===== config.mk =====
export PLATFORM = sky130hd
export DESIGN_NAME = srrt_ctrl
export DESIGN_NICKNAME = d
export VERILOG_FILES = /design/src/rtl/srrt_pkg.sv /design/src/rtl/srrt_ctrl.sv
export SDC_FILE = /design/constraint.sdc
export NUM_CORES = 1
export LEC_CHECK = 0
export ABC_AREA = 1
export BUFFER_PORTS_ARGS = -buffer_cell sky130_fd_sc_hd__buf_2
export CAP_MARGIN = 10
export CORE_AREA = 5 5 42 44
export DETAILED_ROUTE_END_ITERATION = 8
export DIE_AREA = 0 0 47 49
export PLACE_DENSITY = 0.55
export SETUP_SLACK_MARGIN = 0.15
export SLEW_MARGIN = 20
export SYNTH_ARGS = -nofsm -noshare
export SYNTH_HDL_FRONTEND = slang
export SYNTH_SLANG_ARGS = --single-unit

===== constraint.sdc =====
create_clock -name clk -period 1.35 [get_ports clk]
set_input_delay 0.0675 -clock clk [delete_from_list [all_inputs] [get_ports clk]]
set_output_delay 0.0675 -clock clk [all_outputs]
set_load 0.03 [all_outputs]

===== src/rtl/srrt_pkg.sv =====
package srrt_pkg;

    localparam int OFS_W = 62;
    localparam int LEN_W = 16;
    localparam int W32 = 32;
    localparam int ENT_W = OFS_W + LEN_W;
    localparam int TABLE_ENTRIES_DEF = 32;
    localparam logic [W32-1:0] BUDGET_RESET = 32'd131072;
    localparam logic [OFS_W-1:0] OFS_MAX = {OFS_W{1'b1}};

    localparam logic OP_ADD = 1'b0;
    localparam logic OP_EXTRACT = 1'b1;

    typedef struct packed {
        logic             operation;
        logic [OFS_W-1:0] frame_offset;
        logic [LEN_W-1:0] frame_length;
        logic             frame_fin;
        logic [OFS_W-1:0] delivered_offset;
        logic [W32-1:0]   max_bytes;
    } srrt_req_t;

    typedef struct packed {
        logic             accepted;
        logic             room_exhausted;
        logic [W32-1:0]   extracted_bytes;
        logic [OFS_W-1:0] new_position;
        logic [W32-1:0]   deliverable_bytes;
        logic [W32-1:0]   buffered_bytes;
        logic [OFS_W-1:0] final_size;
        logic             fin_seen;
    } srrt_rsp_t;

    typedef struct packed {
        logic load;
        logic rd;
        logic eval;
        logic cpy;
        logic tail;
        logic commit;
    } srrt_cmd_t;

    typedef struct packed {
        logic empty;
        logic last;
        logic split;
    } srrt_sts_t;

endpackage


===== src/rtl/srrt_ctrl.sv =====
module srrt_ctrl
    import srrt_pkg::*;
(
    input  logic      clk,
    input  logic      rst_n,
    input  logic      req_valid,
    output logic      req_stall,
    output logic      rsp_valid,
    input  logic      rsp_stall,
    input  srrt_sts_t sts,
    output srrt_cmd_t cmd
);

    typedef enum logic [2:0] {
        S_IDLE,
        S_RD,
        S_EVAL,
        S_CPY,
        S_TAIL,
        S_DONE
    } state_t;

    state_t state_reg, state_next;
    logic   vld_reg, vld_next;
    logic   out_free;

    assign out_free  = !vld_reg || !rsp_stall;
    assign req_stall = (state_reg != S_IDLE);
    assign rsp_valid = vld_reg;

    always_comb
    begin
        state_next = state_reg;
        vld_next   = vld_reg && rsp_stall;
        cmd        = '0;
        case (state_reg)
            S_IDLE:
            begin
                if (req_valid)
                begin
                    cmd.load   = 1'b1;
                    state_next = sts.empty ? S_TAIL : S_RD;
                end
            end
            S_RD:
            begin
                cmd.rd     = 1'b1;
                state_next = S_EVAL;
            end
            S_EVAL:
            begin
                cmd.eval = 1'b1;
                if (sts.split)
                begin
                    state_next = S_CPY;
                end
                else
                begin
                    state_next = sts.last ? S_TAIL : S_RD;
                end
            end
            S_CPY:
            begin
                cmd.cpy    = 1'b1;
                state_next = sts.last ? S_TAIL : S_RD;
            end
            S_TAIL:
            begin
                cmd.tail   = 1'b1;
                state_next = S_DONE;
            end
            S_DONE:
            begin
                if (out_free)
                begin
                    cmd.commit = 1'b1;
                    vld_next   = 1'b1;
                    state_next = S_IDLE;
                end
            end
            default:
            begin
                state_next = S_IDLE;
            end
        endcase
    end

    always_ff @(posedge clk or negedge rst_n)
    begin
        if (!rst_n)
        begin
            state_reg <= S_IDLE;
            vld_reg   <= 1'b0;
        end
        else
        begin
            state_reg <= state_next;
            vld_reg   <= vld_next;
        end
    end

endmodule


==> metrics, run 1 <==
gp weighted congestion 0.6624; clk root buf clkbuf_4; startpoint types register; grt total ovfl 0; Antenna Nets Post-Route 0; met2 GRT Util 10.63%; All-Layer GR Usage 6.294%; FF+latch area between 100 and 150 sq um; post-synth cell types 11; FMAX between 800 and 900 MHz; fin nets 71; final count of hold timing violations 0; DRC Markers 0; GRT met3 Usage under 10%; top post-synthesis cells by area dfrtp_1 37%, nand2_1 18%, nor2_2 12%; fin area 479.2 sq um; layout cells sized above 1 58.06%; grt met1 use 6.682%; Hold WS 0.08297 ns; clock buffer depth 2; area leader, netlist dfrtp_1; Yosys reg bits 4; Final setup viols 0; max reg flops 3; Die H ~50 microns; MaxCap Viol Count 0; TritonCTS Buffers 3; global-route wire length before repair 1062 microns; pwr dens ~2300 nW/um^2; Setup TNS 0 ns; Max H-tree Level 1; Worst Path Required 1.28 ns; crit path max fanout 6; n_diodes 0; # clock sinks 4; Routed Wire Length between 600 and 700 microns; via count of the first global-routing pass 322; Post-Syn Area per Cell roughly 6.4 sq um; share of the synthesized area in the top cell type roughly 37%; CP max stage cell dfrtp_2; CP endpoint kind output port; hold wc startpoint sts[0]; Avg WL per Cell 8.436 microns; Max VDD drop between 800 and 900 uV; RR Startpoint state_reg[1]; Leak Pwr 0.0002528 uW; crit path launch state_reg[0]; CP Cell Sequence nor2_4 -> nand2_2 -> nor2_2 -> buf_6; CP bufs+invs 1; worst-margin pin slew 0.1942 ns; PnR worst setup slack 0.1606 ns; Tightest Hold Check Type in -> reg; fin crit period about 1.2 ns; Top delay family on crit path flip-flops; multi-input logic area 177.7 sq um; Max transition margin 87.05%; Synthesized Nets 49; Final period util 88.10%; initial antenna violation count 0; kind of critical path reg -> out; CTS tree done; filler instances 156; die width 47 microns; largest net degree at the start of global routing 8; Die Area 2303 sq um; CP peak stage delay between 0.4 and 0.5 ns; initial core utilization 19.29%; vias 318; area delta synth->final 77.32%; Vias per Instance 4.077; Mapped Area 270.3 sq um; DR iter-0 viols 3; num ports 15; Most Crowded Layer GR met2; Util after Layout 34.20%; row count 14; area post-placement 367.9 sq um; core area 1401 sq um; IO Port Bufs 14; sequential fraction of the synthesis area 37.04%; Worst-Skew Late Latency 0.23 ns; critical path data arrival time 1.12 ns; unrepaired setup endpoints after global routing true; post-detail-place hpwl roughly 540 microns; Worst Skew 0.001776 ns; CTS clock-pin slew for the worst setup and hold paths 0.04 ns; status completed; cell count after synthesis 42; dpl ws 0.2724 ns; synthesis warning total 0; First-pass DRT Iterations 4; Final Max Tran Viols 0
## worst reg2reg max path: stages, from the launching register on
cell and delay [ns]:
dfrtp_2 0.44, inv_4 0.09, nand3_2 0.08, buf_4 0.16, nor2_4 0.09, nor2_2 0.05
nand2_1 0.05, nand2_1 0.05
## power by group
part	switching (uW)	total, uW	internal [uW]
registers	103	284	181
logic	436	693	257
clock network	43.4	142	99.1
total	582	1120	537
## cell families (layout without fill, tap and decap cells)
| family | count (synthesis) | after routing | share of synthesized area [%] |
|---|---|---|---|
| AOI/OAI and AO/OA | 3 | 3 | 5.554 |
| buffers and inverters | 8 | 28 | 11.11 |
| DFF | 4 | 4 | 37.04 |
| and+or+nand+nor | 27 | 27 | 46.30 |
## per-layer routing
layer  vias up  wire length (microns)
li1        167                      -
met1       144                    247
met2         7                    368
met3         0                     42
met4         0                      0
met5         -                      0
## placed cells by master, fill, tap and decap left out
cell	count
buf_2	9
buf_4	3
buf_6	4
clkbuf_4	3
dfrtp_1	1
dfrtp_2	3
dlygate4sd3_1	1
inv_1	5
inv_2	2
inv_4	1
nand2_1	13
nand2_2	1
nand3_1	1
nand3_2	1
nor2_1	2
nor2_2	3
nor2_4	5
nor3_2	1
o21ai_0	3
## synth_stat cells
library cell	instances
dfrtp_1	4
inv_1	5
inv_2	3
nand2_1	13
nand2_2	1
nand3_1	1
nand3_2	1
nor2_1	5
nor2_2	5
nor3_1	1
o21ai_0	3
## layout make-up
class	instances	share of cell area (%)
Sequential cell	4	21.67
Inverter	8	6.789
Clock buffer	3	4.700
Timing Repair Buffer	17	25.59
Multi-Input combinational cell	30	37.08
Tap cell	16	4.178
## through the flow
stage                     instances  power [uW]
after floorplan                  42       674.5
after global placement           72       816.4
after detailed placement         72       824.0
after CTS                        78        1064
after global routing             78        1214
final                            78        1119
## worst paths after layout
| path | depth (start not counted) | end | slack, ns |
|---|---|---|---|
| worst max register to register | 7 | state_reg[2] | 0.24 |
| worst min register to register | 2 | rsp_valid | 0.58 |
| worst min-delay path | 3 | state_reg[1] | 0.08 |
| max in group asynchronous | 2 | state_reg[2] | 1.06 |
| min in group asynchronous | 2 | state_reg[0] | 0.16 |
| worst max-delay path | 4 | cmd[5] | 0.16 |
## what timing repair did
| item | 4_1_cts | 5_1_grt |
|---|---|---|
| gates resized for setup | 9 | 12 |
| buffers inserted | 2 | 0 |
| setup endpoints to repair | 4 | 8 |
| pin swaps | 2 | 2 |
| hold buffers | 1 | 0 |
| endpoints found under the hold margin | 4 | 0 |
Power figures use the tool's default switching activity.
==> inputs of run 2 (changes only) <==
Settings changed: CTS_BUF_LIST from default to sky130_fd_sc_hd__clkbuf_8, REMOVE_ABC_BUFFERS from default to 1.
==> run 2 against run 1 <==
Worst setup slack better by 0.0096 ns. Die area stayed put. Clock skew is 0.0016 ns higher. Critical endpoint is now cmd[0]. Clock-buffer cell count stayed put. Global-route usage is 0.42 points higher. Worst hold slack better by 0.017 ns. Flip-flop and latch count stayed put. Cell area is 1.0% higher.
==> metrics, run 2 (synthesis results as in run 1) <==
status completed; Final Max Tran Viols 0; Final setup viols 0; largest net degree at the start of global routing 8; max reg flops 3; crit path max fanout 3; All-Layer GR Usage 6.714%; core area 1401 sq um; r2r endpoint state_reg[0]; die width 47 microns; startpoint types register; fin nets 71; CTS clock-pin slew for the worst setup and hold paths 0.03 ns; pwr dens 2511 nW/um^2; Max VDD drop 998.8 uV; WHS Endpoint state_reg[1]; Worst Skew between 0.003 and 0.004 ns; # clock sinks 4; Vias per Instance 4.115; clk root buf clkbuf_8; gp weighted congestion 0.7108; vias 321; Leak Pwr 0.0002599 uW; Final period util 87.39%; Routed Wire Length 708 microns; Worst Path Required around 1.3 ns; Max transition margin 86.19%; Max H-tree Level 1; TritonCTS Buffers 3; FMAX around 850 MHz; DR iter-0 viols 3; Worst-Skew Late Latency 0.22 ns; reg-to-reg slack, setup 0.29 ns; post-detail-place hpwl 553 microns; R2R depth 6; crit path launch state_reg[1]; via count of the first global-routing pass 299; commonest non-fill, non-tap cells in the layout 13 x nand2_1, 9 x buf_2, 5 x inv_1; Antenna Nets Post-Route 0; DRC Markers 0; MaxCap Viol Count 0; unrepaired setup endpoints after global routing true; Die H around 50 microns; area delta synth->final 79.17%; IO Port Bufs 14; hold wc startpoint sts[0]; layout cells sized above 1 between 50% and 60%; CP endpoint kind output port; RR Startpoint state_reg[0]; global-route wire length before repair about 1100 microns; clock buffer depth 2; CTS tree done; num ports 15; initial core utilization 19.29%; Setup TNS 0 ns; Die Area 2303 sq um; critical path data arrival time around 1.1 ns; Post-Layout Cell Count 78; row count 14; fin crit period ~1.2 ns; initial antenna violation count 0; final count of hold timing violations 0; kind of critical path reg -> out; Placed Instances slightly above 70; worst-margin pin slew a little over 0.2 ns; First-pass DRT Iterations 4; hold path cells 3; commonest non-fill, non-tap cell in the layout nand2_1; Avg WL per Cell approximately 9.1 microns; grt total ovfl 0; n_diodes 0; Tightest Hold Check Type in -> reg
## run 2: worst max path at each step
stage                        end  cells after the start
floorplan                 cmd[5]                      3
finish                    cmd[0]                      4
detailed placement  state_reg[0]                      6
global route              cmd[2]                      5
global placement    state_reg[0]                      6
CTS                       cmd[5]                      4
## run 2: critical path, cell delays in order (launching register included)
cell and delay [ns]:
dfrtp_1 0.42, inv_2 0.12, nand3_2 0.11, nor2_2 0.11, buf_6 0.13
## run 2: where the power goes
group	internal, uW	switching, uW	leakage [uW]	total [uW]
clock	190	57.6	0.0000216	247
sequential	179	83.5	0.0000490	263
combinational	260	446	0.000189	706
total	629	587	0.000260	1220
## run 2: area by class of cell
class | instances | area [sq um]
flip-flops and latches | 4 | 102.6
well taps | 16 | 20.02
inverters | 8 | 30.03
clock buffers | 3 | 41.29
fillers | 156 | 917.1
multi-input cells | 30 | 167.7
repair buffers | 17 | 122.6
## run 2: timing repair
action                                 CTS  global route
endpoints found under the hold margin    4             0
setup endpoints to repair                5             5
pin swaps                                1             2
gates resized for setup                  4            16
setup buffers                            1             1
hold buffers                             1             0
## run 2: per-stage QoR
stage	utilization, %	area [sq um]	setup slack (ns)	total power (uW)	hold slack (ns)
after floorplan	-	270.3	0.1346	660.5	-0.2281
after global placement	25.71	360.3	0.2828	806.5	-0.1209
after detailed placement	25.71	360.3	0.2824	812.7	-0.1218
after CTS	30.45	426.7	0.1500	1105	0.1077
after global routing	34.55	484.2	0.08495	1308	0.1279
final	34.55	484.2	0.1702	1216	0.1005
## run 2: metal layers
metal  vias up  track usage, %  part of all wire, %
met5         -               0                    0
met3         3           2.583                  5.9
met4         0           5.530                  3.1
li1        166               -                    -
met2         7           10.41                   55
met1       145           6.667                   36
